`config.mk`:
```
export PLATFORM = sky130hd
export DESIGN_NAME = mbfr_queue
export DESIGN_NICKNAME = d
export VERILOG_FILES = /design/src/rtl/mbfr_pkg.sv /design/src/rtl/mbfr_queue.sv
export SDC_FILE = /design/constraint.sdc
export NUM_CORES = 1
export LEC_CHECK = 0
export ABC_CLOCK_PERIOD_IN_PS = 5800
export BUFFER_PORTS_ARGS = -buffer_cell sky130_fd_sc_hd__buf_2
export CAP_MARGIN = 10
export CORE_MARGIN = 8
export CORE_UTILIZATION = 30
export CTS_BUF_LIST = sky130_fd_sc_hd__clkbuf_4 sky130_fd_sc_hd__clkbuf_8 sky130_fd_sc_hd__clkbuf_16
export DETAILED_ROUTE_END_ITERATION = 16
export HOLD_SLACK_MARGIN = 0.05
export PLACE_DENSITY = 0.44
export SYNTH_ARGS = -nofsm -noshare
export SYNTH_HDL_FRONTEND = slang
export SYNTH_SLANG_ARGS = --single-unit
```
`constraint.sdc`:
```
create_clock -name clk -period 5.8 [get_ports clk]
set_input_delay 0.58 -clock clk [delete_from_list [all_inputs] [get_ports clk]]
set_output_delay 0.58 -clock clk [all_outputs]
set_load 0.01 [all_outputs]
```
`src/rtl/mbfr_pkg.sv`:
```
// Shared constants, request codes and transaction types of the bit-field reader.
// No dependencies; the front end, queue, back end and top level refer to this package by scoped names.
package mbfr_pkg;

  // Size of the byte store and the widest field that one request returns.
  localparam int STORE_BYTES    = 4096;
  localparam int MAX_FIELD_BITS = 32;

  // Fixed widths of the transaction fields.
  localparam int FIELD_W = 32;
  localparam int COUNT_W = 6;

  // The store is split into four byte lanes so that eight consecutive bytes can be read at once.
  localparam int LANES     = 4;
  localparam int LANE_W    = 2;
  localparam int ROW_DEPTH = (STORE_BYTES + LANES - 1) / LANES;
  localparam int ROW_W     = $clog2(ROW_DEPTH);

  // Byte counts and indexes reach STORE_BYTES itself; a bit position adds three bits.
  localparam int SB_W  = $clog2(STORE_BYTES + 1);
  localparam int POS_W = SB_W + 3;

  // Command queue between the front and the back.
  localparam int Q_DEPTH = 4;
  localparam int Q_W     = $clog2(Q_DEPTH);

  // Request codes.
  localparam logic [2:0] REQ_LOAD       = 3'd0;
  localparam logic [2:0] REQ_GET        = 3'd1;
  localparam logic [2:0] REQ_SHOW       = 3'd2;
  localparam logic [2:0] REQ_SKIP       = 3'd3;
  localparam logic [2:0] REQ_ALIGN      = 3'd4;
  localparam logic [2:0] REQ_SHOW_ALIGN = 3'd5;
  localparam logic [2:0] REQ_STUFF      = 3'd6;

  // One classified request, as handed from the front to the back.
  typedef struct packed {
    logic               val_en;
    logic               stuff_chk;
    logic [POS_W-1:0]   pos;
    logic [COUNT_W-1:0] len;
    logic [COUNT_W-1:0] nvalid;
    logic               at_end;
    logic               is_aligned;
    logic [3:0]         bits_to_align;
  } cmd_t;

  // One byte write into the store.
  typedef struct packed {
    logic              we;
    logic [LANE_W-1:0] lane;
    logic [ROW_W-1:0]  row;
    logic [7:0]        data;
  } wr_t;

endpackage

```
`src/rtl/mbfr_queue.sv`:
```
// Short command queue that decouples the front end from the back end.
// Depends on mbfr_pkg for the command type and depth.
module mbfr_queue (
  input  logic           clk,
  input  logic           rst_n,
  input  logic           push,
  input  mbfr_pkg::cmd_t push_cmd,
  input  logic           pop,
  output mbfr_pkg::cmd_t head,
  output logic           full,
  output logic           empty
);

  localparam int Q_W = mbfr_pkg::Q_W;

  mbfr_pkg::cmd_t  entry_r [mbfr_pkg::Q_DEPTH];
  logic [Q_W-1:0]  wr_ptr_r, rd_ptr_r;
  logic [Q_W:0]    count_r, count_nxt;
  logic            do_pop;

  assign full   = (count_r == (Q_W+1)'(mbfr_pkg::Q_DEPTH));
  assign empty  = (count_r == '0);
  assign head   = entry_r[rd_ptr_r];
  assign do_pop = pop && !empty;

  // Occupancy after this cycle's push and pop.
  always_comb begin
    count_nxt = count_r;
    if (push && !do_pop) begin
      count_nxt = count_r + (Q_W+1)'(1);
    end else if (!push && do_pop) begin
      count_nxt = count_r - (Q_W+1)'(1);
    end
  end

  // Pointers and fill count.
  always_ff @(posedge clk) begin
    if (!rst_n) begin
      wr_ptr_r <= '0;
      rd_ptr_r <= '0;
      count_r  <= '0;
    end else begin
      count_r <= count_nxt;
      if (push) begin
        wr_ptr_r <= wr_ptr_r + Q_W'(1);
      end
      if (do_pop) begin
        rd_ptr_r <= rd_ptr_r + Q_W'(1);
      end
    end
  end

  // Entry storage.
  always_ff @(posedge clk) begin
    if (push) begin
      entry_r[wr_ptr_r] <= push_cmd;
    end
  end

endmodule

```
==> out/results.ini <==
[clock_network]
clockRootBuffer = clkbuf_16
cts_resized = 0
hold_buffers = 0
clkTransAtPathRegs_ns = 0.06
cts_tree = yes
cts_max_level = 4
cts.sinks = 153
cts_buffers = 17
clock_latency_ns = 0.42
clock_path_buffers = 2
postCtsSetupBuffers = 0

[routing]
first_iter_violations = 111
final_antenna_net_count = 0
drc_errors = 0
dr.pass1.iters = 4
wire_per_inst_um = 19.8
wl_um = 11300
viasPerCell = 4.55
vias = 2599

[outcome]
status = finished clean

[layout]
fin_nets = 369
area_growth_pct = 20.6
final_layout_size_suffix_gt1_share_pct = 44.3

[grt]
antenna_found_initial = 1
grt_use_total_pct = 10.0
grt_max_degree = 37
grt_first_pass_wirelength_um = 17300
overflow = 0
grt_pass1_vias = 2928

[min_path]
hold_path_class = in -> reg
hp-start = push_cmd[23]

[synthesis]
ys_seq_area_share_pct = 78.7
ys_seq_elements = 153
synth_most_common_cell = edfxtp_1
syn_inst = 231
synth_async_sr_flop_share_pct = 0
synth_top_area_cell = edfxtp_1
synth_edf_count = 144
synth.top_cell.area_share_pct = 75.5
synth_top_flop_cell = edfxtp_1
yosys-top-cells-count = edfxtp_1, mux4_2, and2_1, dfxtp_1, mux4_1
synth_fp_nets = 277
synth_cell_types = 23
syn_area_um2 = 5720
syn_avg_cell_area_um2 = 24.8
ys_warn_count = 0
synthTopCellsByArea = edfxtp_1, mux4_2, dfxtp_1

[critical_path]
start_kind = flip-flop
path_max_fanout = 36
cp_data_arrival_time_ns = 2.08
critPathCaptureType = output pin
critPathRequiredTime_ns = 5.22
r2r_start = count_r[1]$_SDFFE_PN0P_
worstSetupPathType = reg -> out

[die]
row_count = 50
start_util_pct = 30.6
core-area_um2 = 18700
io_pins = 78
dieArea_um2 = 23800
fp.dieW_um = 154
die_y_um = 154

[timing]
setup_violations = 0
worst_pin_slew_ns = 1.04
period_needed_ns = 2.66
finalCritPeriodShare_pct = 45.9
report.final.slew_viol_count = 0
max_slew_margin_pct = 30.7
clock_skew_ns = 0.00783
tns_ns = 0
rsz0062_at_grt = no
fin_hold_ws_ns = 0.376
max_freq_mhz = 375
final_hold_viol_count = 0

[placed_design]
dpl.hpwl_um = 6790
io_buffer_count = 77
place.gp.congestion = 0.618

[power]
power_leakage_nw = 2.33
powerDensity_nw_per_um2 = 423
total_power_mw = 2.92
ir_worst_vdd_uv = 187

[job]
maxCapViolCount = 0

==> final cells by class <==
| cell class | count | area, um2 |
|---|---|---|
| tap | 234 | 293 |
| clock buffer | 20 | 448 |
| inverter | 3 | 11.3 |
| timing repair buffer | 81 | 415 |
| multi-input combinational | 67 | 1120 |
| sequential | 153 | 4510 |
| fill | 1733 | 11800 |
| clock inverter | 12 | 101 |
| antenna | 1 | 2.50 |
==> kinds of logic after synthesis <==
family / after synthesis / share of synthesized area [%]
flops: 153 / 78.7
fa+ha+maj: 6 / 1.44
mux: 38 / 14.9
buf+inv: 11 / 1.79
compound gates: 4 / 0.874
xor+xnor: 5 / 0.765
simple gates: 14 / 1.53
==> final timing paths <==
kind / end / slack (ns) / depth (start not counted)
setup reg to reg: count_r[2]$_SDFFE_PN0P_ / 3.72 / 7
hold reg to reg: wr_ptr_r[1]$_SDFFE_PN0P_ / 0.57 / 2
setup / recovery: head[22] / 3.14 / 2
hold / removal: entry_r[0][23]$_DFFE_PP_ / 0.38 / 1
==> placed cells by master, fill, tap and decap left out, drive strengths merged <==
cell type	n
o311ai	1
nor2b	2
o21ai	1
bufinv	1
dfxtp	9
or3	1
clkinvlp	3
xnor2	3
fa	1
diode	1
nor3b	1
edfxtp	144
and2	9
clkbuf	20
o31ai	1
buf	81
ha	5
a21boi	1
mux4	36
clkinv	6
xor2	2
mux2i	2
nor3	1
inv	5
==> sequential cells by signal (all words and copies together) (netlist names), named ones only <==
| signal | flops |
|---|---|
| rd_ptr_r | 2 |
| wr_ptr_r | 2 |
| count_r | 3 |
| entry_r | 144 |
==> worst max-delay path, cell delays in order (launching register included) <==
cell     delay (ns)
dfxtp_4        0.85
mux4_1         0.65
buf_2          0.16
==> metal layers <==
metal  share of wire (%)  global-route usage (%)  vias up
met1                  40                    10.8     1357
met3                 4.5                    3.70       17
met2                  53                    17.4       59
met5                0.11                       0        -
met4                 1.8                    4.20        2
li1                    -                       -     1164
==> report_power, final <==
part           total, mW  leakage, nW  internal [mW]  switching (mW)
Combinational      0.492        0.662          0.289           0.203
Clock               1.02        0.266          0.601           0.421
Sequential          1.40         1.40           1.28           0.124
Total               2.92         2.33           2.17           0.748
==> through the flow <==
stage	instances	utilization (%)	cell area (um2)	setup slack (ns)
final	571	36.9	6900	3.14
after global routing	570	36.9	6900	2.96
after CTS	570	36.9	6900	3.01
after detailed placement	538	34.0	6350	3.47
after global placement	538	34.0	6350	3.46
after floorplan	231	-	5720	3.86
(Power assumes the default switching activity.)
