[config.mk]
export PLATFORM = sky130hd
export DESIGN_NAME = mbfr_front
export DESIGN_NICKNAME = d
export VERILOG_FILES = /design/src/rtl/mbfr_pkg.sv /design/src/rtl/mbfr_front.sv
export SDC_FILE = /design/constraint.sdc
export NUM_CORES = 1
export LEC_CHECK = 0
export ABC_AREA = 0
export BUFFER_PORTS_ARGS = -buffer_cell sky130_fd_sc_hd__buf_2
export CAP_MARGIN = 20
export CELL_PAD_IN_SITES_DETAIL_PLACEMENT = 2
export CELL_PAD_IN_SITES_GLOBAL_PLACEMENT = 2
export CORE_ASPECT_RATIO = 0.9
export CORE_UTILIZATION = 30
export CTS_CLUSTER_DIAMETER = 50
export DETAILED_ROUTE_END_ITERATION = 7
export PLACE_DENSITY = 0.91
export SYNTH_ARGS = -nofsm -noshare
export SYNTH_HDL_FRONTEND = slang
export SYNTH_SLANG_ARGS = --single-unit
[constraint.sdc]
create_clock -name clk -period 8.4 [get_ports clk]
set_input_delay 0 -clock clk [delete_from_list [all_inputs] [get_ports clk]]
set_output_delay 0 -clock clk [all_outputs]
set_load 0.01 [all_outputs]
[src/rtl/mbfr_pkg.sv]
// Shared constants, request codes and transaction types of the bit-field reader.
// No dependencies; the front end, queue, back end and top level refer to this package by scoped names.
package mbfr_pkg;

  // Size of the byte store and the widest field that one request returns.
  localparam int STORE_BYTES    = 4096;
  localparam int MAX_FIELD_BITS = 32;

  // Fixed widths of the transaction fields.
  localparam int FIELD_W = 32;
  localparam int COUNT_W = 6;

  // The store is split into four byte lanes so that eight consecutive bytes can be read at once.
  localparam int LANES     = 4;
  localparam int LANE_W    = 2;
  localparam int ROW_DEPTH = (STORE_BYTES + LANES - 1) / LANES;
  localparam int ROW_W     = $clog2(ROW_DEPTH);

  // Byte counts and indexes reach STORE_BYTES itself; a bit position adds three bits.
  localparam int SB_W  = $clog2(STORE_BYTES + 1);
  localparam int POS_W = SB_W + 3;

  // Command queue between the front and the back.
  localparam int Q_DEPTH = 4;
  localparam int Q_W     = $clog2(Q_DEPTH);

  // Request codes.
  localparam logic [2:0] REQ_LOAD       = 3'd0;
  localparam logic [2:0] REQ_GET        = 3'd1;
  localparam logic [2:0] REQ_SHOW       = 3'd2;
  localparam logic [2:0] REQ_SKIP       = 3'd3;
  localparam logic [2:0] REQ_ALIGN      = 3'd4;
  localparam logic [2:0] REQ_SHOW_ALIGN = 3'd5;
  localparam logic [2:0] REQ_STUFF      = 3'd6;

  // One classified request, as handed from the front to the back.
  typedef struct packed {
    logic               val_en;
    logic               stuff_chk;
    logic [POS_W-1:0]   pos;
    logic [COUNT_W-1:0] len;
    logic [COUNT_W-1:0] nvalid;
    logic               at_end;
    logic               is_aligned;
    logic [3:0]         bits_to_align;
  } cmd_t;

  // One byte write into the store.
  typedef struct packed {
    logic              we;
    logic [LANE_W-1:0] lane;
    logic [ROW_W-1:0]  row;
    logic [7:0]        data;
  } wr_t;

endpackage

[src/rtl/mbfr_front.sv]
// Front end: accepts requests, keeps the read position and flags, writes loaded bytes.
// Depends on mbfr_pkg; feeds mbfr_queue with one command per accepted transaction.
module mbfr_front (
  input  logic                           clk,
  input  logic                           rst_n,
  input  logic                           in_valid,
  output logic                           in_stall,
  input  logic [2:0]                     in_req_type,
  input  logic [7:0]                     in_byte_in,
  input  logic [mbfr_pkg::COUNT_W-1:0]   in_bit_count,
  input  logic                           q_full,
  output logic                           q_push,
  output mbfr_pkg::cmd_t                 q_cmd,
  output mbfr_pkg::wr_t                  wr
);

  localparam int SB_W    = mbfr_pkg::SB_W;
  localparam int POS_W   = mbfr_pkg::POS_W;
  localparam int COUNT_W = mbfr_pkg::COUNT_W;

  logic [SB_W-1:0]    bytes_stored_r, bytes_stored_nxt;
  logic [SB_W-1:0]    rd_byte_r, rd_byte_nxt;
  logic [2:0]         rd_off_r, rd_off_nxt;
  logic               end_r, end_nxt;
  logic               accept;
  logic [POS_W-1:0]   pos, total, apos, rd_pos, avail, pos_adv;
  logic [COUNT_W-1:0] n_sat, rd_len, avail6, nvalid;
  logic               do_rd, short_rd;

  // A transaction is taken whenever the queue has room.
  assign in_stall = q_full;
  assign accept   = in_valid && !q_full;
  assign q_push   = accept;

  // Current bit position, stored bit count and the next byte boundary.
  assign pos   = {rd_byte_r, rd_off_r};
  assign total = {bytes_stored_r, 3'b000};
  assign apos  = (rd_off_r != 3'd0) ? {rd_byte_r + SB_W'(1), 3'b000} : pos;
  assign n_sat = (in_bit_count > COUNT_W'(mbfr_pkg::MAX_FIELD_BITS))
                 ? COUNT_W'(mbfr_pkg::MAX_FIELD_BITS) : in_bit_count;

  // Where the read starts and how many bits it takes.
  always_comb begin
    do_rd  = 1'b0;
    rd_pos = pos;
    rd_len = '0;
    case (in_req_type)
      mbfr_pkg::REQ_GET, mbfr_pkg::REQ_SHOW, mbfr_pkg::REQ_SKIP: begin
        do_rd  = (n_sat != '0);
        rd_len = n_sat;
      end
      mbfr_pkg::REQ_SHOW_ALIGN: begin
        do_rd  = (n_sat != '0);
        rd_pos = apos;
        rd_len = n_sat;
      end
      mbfr_pkg::REQ_STUFF: begin
        do_rd  = 1'b1;
        rd_len = COUNT_W'(4'd8 - {1'b0, rd_off_r});
      end
      default: begin
        do_rd = 1'b0;
      end
    endcase
  end

  // Bits available from the read start, saturated to the widest field.
  assign avail    = (rd_pos < total) ? (total - rd_pos) : '0;
  assign avail6   = (avail >= POS_W'(mbfr_pkg::MAX_FIELD_BITS))
                    ? COUNT_W'(mbfr_pkg::MAX_FIELD_BITS) : avail[COUNT_W-1:0];
  assign short_rd = do_rd && (rd_len > avail6);
  assign nvalid   = !do_rd ? '0 : (short_rd ? avail6 : rd_len);
  assign pos_adv  = pos + POS_W'(n_sat);

  // Next position, fill count and sticky end flag.
  always_comb begin
    bytes_stored_nxt = bytes_stored_r;
    rd_byte_nxt      = rd_byte_r;
    rd_off_nxt       = rd_off_r;
    end_nxt          = end_r | short_rd;
    wr.we            = 1'b0;
    wr.lane          = bytes_stored_r[mbfr_pkg::LANE_W-1:0];
    wr.row           = bytes_stored_r[mbfr_pkg::ROW_W+1:2];
    wr.data          = in_byte_in;
    case (in_req_type)
      mbfr_pkg::REQ_LOAD: begin
        if (bytes_stored_r < SB_W'(mbfr_pkg::STORE_BYTES)) begin
          wr.we            = accept;
          bytes_stored_nxt = bytes_stored_r + SB_W'(1);
        end
      end
      mbfr_pkg::REQ_GET, mbfr_pkg::REQ_SKIP: begin
        if (do_rd && !short_rd) begin
          rd_byte_nxt = pos_adv[POS_W-1:3];
          rd_off_nxt  = pos_adv[2:0];
        end
      end
      mbfr_pkg::REQ_ALIGN: begin
        if (rd_off_r != 3'd0) begin
          rd_off_nxt  = 3'd0;
          rd_byte_nxt = rd_byte_r + SB_W'(1);
        end
      end
      default: begin
        rd_off_nxt = rd_off_r;
      end
    endcase
  end

  // Command for the back end, with the status after this transaction.
  always_comb begin
    q_cmd.val_en        = do_rd && (in_req_type != mbfr_pkg::REQ_SKIP);
    q_cmd.stuff_chk     = (in_req_type == mbfr_pkg::REQ_STUFF);
    q_cmd.pos           = rd_pos;
    q_cmd.len           = rd_len;
    q_cmd.nvalid        = nvalid;
    q_cmd.at_end        = end_nxt;
    q_cmd.is_aligned    = (rd_off_nxt == 3'd0);
    q_cmd.bits_to_align = 4'd8 - {1'b0, rd_off_nxt};
  end

  // State registers move only on an accepted transaction.
  always_ff @(posedge clk) begin
    if (!rst_n) begin
      bytes_stored_r <= '0;
      rd_byte_r      <= '0;
      rd_off_r       <= '0;
      end_r          <= 1'b0;
    end else if (accept) begin
      bytes_stored_r <= bytes_stored_nxt;
      rd_byte_r      <= rd_byte_nxt;
      rd_off_r       <= rd_off_nxt;
      end_r          <= end_nxt;
    end
  end

endmodule

==> results of run 1 <==
==> synthesized netlist by cell type, drive strengths merged, types with 2 or more instances <==
cell,instances
dfxtp,30
nor2,57
xnor2,23
o22a,2
nor3b,3
o22ai,3
ha,30
or2,2
and3,4
inv,37
clkbuf,10
a22o,4
or3,6
o211a,3
buf,27
nand2,46
nand4,9
o211ai,6
or4,2
o21bai,3
nor3,17
nand3,18
nor4,4
mux2i,2
xor2,18
and2,6
a21boi,2
a21oi,19
a21o,9
o21ai,12
o21a,3
a41oi,2
o31ai,7
and4,2
a221oi,3
nand2b,6
a211oi,5
nor2b,12
==> power by group through the flow <==
| stage | Combinational (mW) | Clock [mW] | Sequential, mW |
|---|---|---|---|
| after floorplan | 0.100 | 0 | 0.149 |
| after global placement | 0.129 | 0 | 0.149 |
| after detailed placement | 0.136 | 0 | 0.149 |
| after CTS | 0.139 | 0.201 | 0.146 |
| after global routing | 0.154 | 0.207 | 0.147 |
| final | 0.143 | 0.200 | 0.146 |
==> area by class of cell <==
class | count | area (um2)
fillers | 1292 | 7048
multi-input cells | 365 | 2445
flip-flops and latches | 30 | 600.6
repair buffers | 68 | 371.6
well taps | 152 | 190.2
clock buffers | 6 | 138.9
inverters | 37 | 138.9
clock inverters | 2 | 12.51
==> state kept, by name, indices dropped and copies added, names as in the netlist <==
signal / cells
rd_byte_r: 13
end_r: 1
bytes_stored_r: 13
rd_off_r: 3
==> kinds of logic (layout without fill, tap and decap cells) <==
| kind of cell | count (synthesis) | in the layout | synth area share (%) |
|---|---|---|---|
| flip-flops | 30 | 30 | 17.59 |
| adder cells (fa/ha/maj) | 31 | 31 | 11.58 |
| AO/OA/AOI/OAI | 92 | 92 | 19.31 |
| multiplexers | 3 | 3 | 0.9161 |
| XOR/XNOR | 41 | 41 | 10.52 |
| buffers and inverters | 74 | 113 | 10.85 |
| AND/OR/NAND/NOR | 198 | 198 | 29.24 |
==> layer usage <==
layer	vias to the layer above	part of all wire [%]	track usage (%)
met5	-	0.057	0
met2	97	51	45.13
li1	1697	-	-
met1	1834	42	29.13
met3	36	4.1	2.506
met4	2	2.9	9.091
==> critical path, cell delays in order, from the launching register on <==
cell and delay (ns):
dfxtp_1 0.46, inv_1 0.12, ha_1 0.22, ha_1 0.23
nand4bb_1 0.29, nor2_1 0.19, nand2_1 0.09, xor2_1 0.27
ha_1 0.37, a21oi_1 0.33, o211ai_1 0.19, a221oi_1 0.56
and3b_1 0.27, or4_4 0.50, a21oi_4 0.16, nand4_4 0.18
or3_1 0.43, ha_1 0.32, a21o_1 0.18, a2111oi_1 0.67
clkbuf_1 0.21, o211a_1 0.30, nor3_1 0.09, a21oi_1 0.35
ha_1 0.26, inv_1 0.05, nor2_1 0.10, buf_2 0.15
==> timing repair <==
item                                   4_1_cts  5_1_grt
endpoints found under the hold margin        1        0
resized for setup                            0        1
hold buffers                                 1        0
setup endpoints to repair                    0        2
==> worst min-delay path by stage <==
stage | cells after the start | end | slack (ns) | start
global placement | 0 | wr[0] | 0.00007 | in_byte_in[0]
finish | 0 | wr[1] | 0.000003 | in_byte_in[1]
CTS | 0 | wr[0] | 0.00007 | in_byte_in[0]
floorplan | 1 | in_stall | 0.09 | q_full
detailed placement | 0 | wr[0] | 0.00007 | in_byte_in[0]
global route | 0 | wr[3] | 0.00002 | in_byte_in[3]
==> run metrics, run 1 <==
Crit Path Category flop to output pin; worst-skew pair later-pin latency 0.29 ns; clock tree buffer depth 2; Yosys cell types 62; Final Skew 0.005634 ns; FP Rows 36; placed insts 649; Final HPWL DP 10040 um; commonest non-fill, non-tap cell in the layout buf_2; reg2reg start rd_off_r[0]$_SDFFE_PN0P_; drt drc 0; Max-Cap Viols 0; Setup crit start kind flop; clk slew on worst S/H paths 0.06 ns; routed via count 3666; Core Util, Final 35.61%; R2R Setup Slk 0.70 ns; worst slack, placed 0.7920 ns; Yosys reg bits 30; synthesized net count 521; crit path setup slack, layout 0.5374 ns; antenna violations before repair 1; RSZ-0062 raised after global routing false; Tcrit/Tclk final 93.60%; per-cell routed wire length 21.29 um; highest clock rate 0.1272 GHz; Crit path arrival time 7.86 ns; worst-path fanout max 10; crit end category output pin; # clock sinks 30; power per cell area 125.4 nW/um2; remaining antenna violation count after routing 0; Core Box Area 10950 um2; Reg power frac 30.0%; # IOs 80; worst vdd ir 0.07306 mV; area share of the largest cell type after synthesis 17.59%; CTS Buf Count 5; Rel. slew slack 31.57%; fraction of layout cells with a size suffix above 1 16.54%; LEAKAGE 1.837 nW; total grt overflow 0; Fin Hold WS 0.000003295 ns; P&R area growth vs syn 14.14%; cell area after synthesis 3415 um2; full die area 11810 um2; Hold Vio Cnt, Final 0; largest cells by area after synthesis dfxtp_1, ha_1, nor2_1, xnor2_1, buf_4; Buffers on Ports 63; Post-synth ARST share 0%; Die Wd 114.5 um; RR Endpoint rd_byte_r[9]$_SDFFE_PN0P_; Hold Path Class input port to output pin; final wirelength 14050 um; drt first pass iters 4; vias per cell 5.555; fin nets 559; global-route wire length before repair 21940 um; dpl cell area 3704 um2; CTS tree built; top cell type by total area after synthesis dfxtp_1; Worst Setup SP rd_off_r[0]$_SDFFE_PN0P_; vias in the first global route 3945; Antenna Cells 0; setup TNS 0 ns; number of flops mapped to enable cells by yosys 0; min cycle time layout 7.863 ns; Post-Synthesis Cells 469; fin cells 660; YS warnings 0; Clock H-tree levels 2; most frequent cells in the layout buf_2, nor2_1, nand2_1; Clock power frac 40.9%; pin count of the biggest net entering global routing 30; Worst Setup EP q_cmd[4]; GRT Resource Usage Total 24.29%; Design Area, Final 3897 um2; outcome finished clean; r2r worst-path depth 25; Slew Viols, Final 0; switch share 34.96%; Worst-Margin Slew 1.024 ns; Initial DRC Count 130; Die Span Y 103.2 um; syn_area_per_cell 7.280 um2; GP Congestion 0.8617; register area share after synthesis 17.59%; Int Pwr 317.8 uW; Post-CTS Setup Bufs 0; Worst Path Required 8.40 ns; endpoints failing setup 0; Tot Pwr 488.6 uW; CTS Root Cell clkbuf_16; sw power 170.8 uW; ys flop type dfxtp_1; Comb power frac 29.2%; initial core utilization 31.20%
Note: power is estimated with default switching activity, not from simulation.
==> run 2, diff against run 1 <==
--- a/config.mk
+++ b/config.mk
@@ -6,6 +6,7 @@
 export NUM_CORES = 1
 export LEC_CHECK = 0
 export ABC_AREA = 0
+export ABC_CLOCK_PERIOD_IN_PS = 8400
 export BUFFER_PORTS_ARGS = -buffer_cell sky130_fd_sc_hd__buf_2
 export CAP_MARGIN = 20
 export CELL_PAD_IN_SITES_DETAIL_PLACEMENT = 2
@@ -14,6 +15,7 @@
 export CORE_UTILIZATION = 30
 export CTS_CLUSTER_DIAMETER = 50
 export DETAILED_ROUTE_END_ITERATION = 7
+export MAX_ROUTING_LAYER = met4
 export PLACE_DENSITY = 0.91
 export SYNTH_ARGS = -nofsm -noshare
 export SYNTH_HDL_FRONTEND = slang
==> run 2 against run 1 <==
  * Register-to-register slack improved by 0.33 ns
  * Fmax rose by 4.2%
  * Combinational power barely moved
  * Total power fell by 4.8%
  * Worst setup slack improved by 0.32 ns
  * Count of clock-buffer cells in the layout fell by 1
  * Global-route usage fell by 1.8 points
  * Utilization fell by 0.10 points
  * Worst hold slack did not move
  * Critical endpoint is now q_cmd[2]
  * Highest routed layer is now met4
==> run metrics, run 2 (synthesis gave the netlist of run 1 again) <==
outcome finished clean; remaining antenna violation count after routing 0; total grt overflow 0; FP Rows 36; hold_buf cts 0; CTS Root Cell clkbuf_16; final wirelength 12820 um; fin nets 559; routed via count 3508; worst-skew pair later-pin latency 0.28 ns; Max-Cap Viols 0; CTS Buf Count 5; clock tree buffer depth 2; drt first pass iters 4; clk slew on worst S/H paths 0.05 ns; fraction of layout cells with a size suffix above 1 16.57%; worst vdd ir 0.06144 mV; antenna violations before repair 0; # IOs 80; Crit path arrival time 7.54 ns; Layout fillers 1306; global-route wire length before repair 20040 um; P&R area growth vs syn 13.81%; Tot Pwr 465.1 uW; power per cell area 119.7 nW/um2; Final HPWL DP 10190 um; # clock sinks 30; LEAKAGE 1.851 nW; worst-path fanout max 10; Hold Path Class input port to output pin; Slew Viols, Final 0; CTS tree built; pin count of the biggest net entering global routing 30; Crit Path Category flop to output pin; GP Congestion 0.8540; crit end category output pin; commonest non-fill, non-tap cell in the layout buf_2; Worst Path Required 8.40 ns; highest clock rate 0.1326 GHz; initial core utilization 31.20%; Buffers on Ports 63; Hold Vio Cnt, Final 0; Initial DRC Count 102; Die Wd 114.5 um; Tcrit/Tclk final 89.80%; most frequent cells in the layout buf_2, nor2_1, nand2_1; Rel. slew slack 38.97%; full die area 11810 um2; Die Span Y 103.2 um; GRT Resource Usage Total 22.52%; per-cell routed wire length 19.45 um; setup TNS 0 ns; Worst-Margin Slew 0.9084 ns; vias per cell 5.323; Final Skew 0.008474 ns; endpoints failing setup 0; Clock H-tree levels 2; Post-CTS Setup Bufs 0; Setup crit start kind flop; largest registers bytes_stored_r: 13 flops, rd_byte_r: 13 flops, rd_off_r: 3 flops; vias in the first global route 3807; drt drc 0; RSZ-0062 raised after global routing false; post-CTS sizing 0; cell mode on critical path ha_1; min cycle time layout 7.543 ns; Core Box Area 10950 um2; Antenna Cells 0; Worst path max stage delay 0.55 ns; Slowest-stage cell, CP a221oi_1
-- run 2: final timing paths --
check,cells after the start,end,startpoint,slack [ns]
setup reg to reg,25,rd_byte_r[10]$_SDFFE_PN0P_,rd_off_r[1]$_SDFFE_PN0P_,1.03
hold / removal,0,wr[1],in_byte_in[1],0.000003
setup / recovery,26,q_cmd[2],rd_off_r[1]$_SDFFE_PN0P_,0.86
hold reg to reg,2,end_r$_SDFFE_PN0P_,end_r$_SDFFE_PN0P_,0.47
-- run 2: final cells by class --
| cell class | instances | area [um2] | share of cell area [%] |
|---|---|---|---|
| inverter | 37 | 138.9 | 3.574 |
| clock buffer | 5 | 125.1 | 3.220 |
| sequential | 30 | 600.6 | 15.45 |
| timing repair buffer | 68 | 377.9 | 9.723 |
| multi-input combinational | 365 | 2444 | 62.88 |
| clock inverter | 2 | 10.01 | 0.2576 |
| tap | 152 | 190.2 | 4.894 |
-- run 2: per-stage QoR --
stage	setup WS, ns	cell area (um2)	hold WS [ns]	std cells	utilization, %
finish	0.8565	3886	0.000003295	659	35.51
detailed placement	0.6796	3711	0.00006862	650	33.90
global placement	1.230	3711	0.00006862	650	33.90
CTS	0.4566	3846	0.00006862	657	35.14
global route	0.3842	3886	0.00001507	659	35.51
floorplan	1.884	3415	0.09177	469	-
-- run 2: routing by layer --
layer  vias to the layer above  track usage (%)  wire (um)
met4                         0            5.994        179
met3                        18            1.748        360
li1                       1684                -          -
met2                        66            40.42       6402
met1                      1740            27.37       5876
met5                         -                -          0
-- run 2: worst max-delay path, delay by kind of cell (launching register included) --
family,cells,cell delay [ns]
adder cells (fa/ha/maj),5,1.33
XOR/XNOR,2,0.45
flip-flops,1,0.45
buffers and inverters,4,0.71
AO/OA/AOI/OAI,6,1.94
AND/OR/NAND/NOR,9,2.38
-- run 2: power breakdown --
group	internal (mW)	switching (mW)	total, mW	leakage [nW]
clock network	0.107	0.0697	0.177	0.0694
registers	0.144	0.00234	0.146	0.242
logic	0.0567	0.0854	0.142	1.54
==> run 3, diff against run 2 <==
==> constraint.sdc (replaced) <==
create_clock -name clk -period 8.4 [get_ports clk]
set_input_delay 0.84 -clock clk [delete_from_list [all_inputs] [get_ports clk]]
set_output_delay 0.84 -clock clk [all_outputs]
set_load 0.01 [all_outputs]
==> run 3 against run 2 <==
  * Cell count unchanged
  * Clock skew fell by 0.0065 ns
  * Die area unchanged
  * Count of clock-buffer cells in the layout grew 1
  * Sequential share of layout area fell by 0.31 points
  * Utilization up 0.80 points
==> run metrics, run 3 (synthesis gave the netlist of run 1 again) <==
outcome finished clean; fin nets 558; clock tree buffer depth 2; Die Span Y 103.2 um; GP Congestion 0.8989; Die Wd 114.5 um; Max-Cap Viols 0; drt first pass iters 4; Setup crit start kind flop; full die area 11810 um2; antenna violations before repair 0; drt drc 0; Rel. slew slack 28.07%; P&R area growth vs syn 16.38%; Clock H-tree levels 2; commonest non-fill, non-tap cell in the layout buf_2; clk slew on worst S/H paths 0.06 ns; vias per cell 5.712; Core Box Area 10950 um2; power per cell area 126.0 nW/um2; Slew Viols, Final 0; Final Skew 0.002012 ns; FP Rows 36; min cycle time layout 8.175 ns; final wirelength 15390 um; # clock sinks 30; worst-skew pair later-pin latency 0.29 ns; highest clock rate 0.1223 GHz; Antenna Cells 0; Worst Path Required 7.56 ns; Design Area, Final 3974 um2; Tcrit/Tclk final 97.32%; LEAKAGE 1.840 nW; Worst-Margin Slew 1.077 ns; crit path setup slack, layout 0.2250 ns; Crit Path Category flop to output pin; cell mode on critical path ha_1; total grt overflow 0; pin count of the biggest net entering global routing 30; routed via count 3764; fraction of layout cells with a size suffix above 1 19.53%; vias in the first global route 4101; Hold Vio Cnt, Final 0; GRT Resource Usage Total 25.75%; worst-path fanout max 10; Slowest-stage cell, CP dfxtp_1; most frequent cells in the layout buf_2, nor2_1, nand2_1; Initial DRC Count 162; crit end category output pin; Final HPWL DP 10470 um; Hold Path Class flop to flop; Buffers on Ports 63; setup TNS 0 ns; # IOs 80; endpoints failing setup 0; dpl cell area 3704 um2; remaining antenna violation count after routing 0; CTS Root Cell clkbuf_16; worst slack, placed 0.2323 ns; worst vdd ir 0.05912 mV; Tot Pwr 500.6 uW; CTS Buf Count 5; Crit path arrival time 7.33 ns; CTS tree built; largest registers bytes_stored_r: 13 flops, rd_byte_r: 13 flops, rd_off_r: 3 flops; hold_buf cts 0; per-cell routed wire length 23.35 um; global-route wire length before repair 22640 um; initial core utilization 31.20%; Worst path max stage delay 0.44 ns
## run 3: worst paths after layout
check	from	end	slack, ns	depth (start not counted)
setup / recovery	rd_off_r[0]$_SDFFE_PN0P_	q_cmd[4]	0.23	27
hold / removal	rd_byte_r[12]$_SDFFE_PN0P_	rd_byte_r[12]$_SDFFE_PN0P_	0.56	2
setup reg to reg	rd_off_r[0]$_SDFFE_PN0P_	rd_byte_r[9]$_SDFFE_PN0P_	1.05	25
hold reg to reg	rd_byte_r[12]$_SDFFE_PN0P_	rd_byte_r[12]$_SDFFE_PN0P_	0.56	2
## run 3: cell type report
cell class | instances | area [um2]
Fill cell | 1257 | 6972
Multi-Input combinational cell | 365 | 2526
Sequential cell | 30 | 601.8
Timing Repair Buffer | 67 | 365.4
Tap cell | 152 | 190.2
Clock buffer | 6 | 138.9
Inverter | 37 | 138.9
Clock inverter | 2 | 12.51
## run 3: timing repair
item	in CTS	in global routing
setup endpoints to repair	6	11
resized for setup	5	13
pin swaps	1	2
buffers inserted	1	0
## run 3: per-stage QoR
step,std cells,utilization (%),hold WS [ns]
floorplan,469,-,0.4293
global placement,649,33.84,0.4436
finish,659,36.31,0.5625
global route,659,36.31,0.6121
detailed placement,649,33.84,0.5234
CTS,658,35.52,0.5742
## run 3: power breakdown
part	leakage (nW)	switching [mW]	internal (mW)
registers	0.242	0.00281	0.144
clock network	0.0729	0.0794	0.118
logic	1.52	0.0954	0.0614
total	1.84	0.178	0.323
## run 3: routing by layer
| layer | part of all wire [%] | global-route usage, % | vias up | wire length [um] |
|---|---|---|---|---|
| met5 | 0 | - | - | 0 |
| met4 | 3.5 | 8.791 | 0 | 540 |
| met3 | 4.4 | 3.089 | 54 | 680 |
| met2 | 50 | 46.15 | 136 | 7722 |
| met1 | 42 | 30.03 | 1881 | 6445 |
| li1 | - | - | 1693 | - |
## run 3: worst max-delay path: cells and delay by family (launching register included)
kind	cells	cell delay, ns
buffers and inverters	4	0.51
flip-flops	1	0.44
XOR/XNOR	1	0.29
adder cells (fa/ha/maj)	5	1.39
AND/OR/NAND/NOR	9	2.13
AO/OA/AOI/OAI	8	2.28
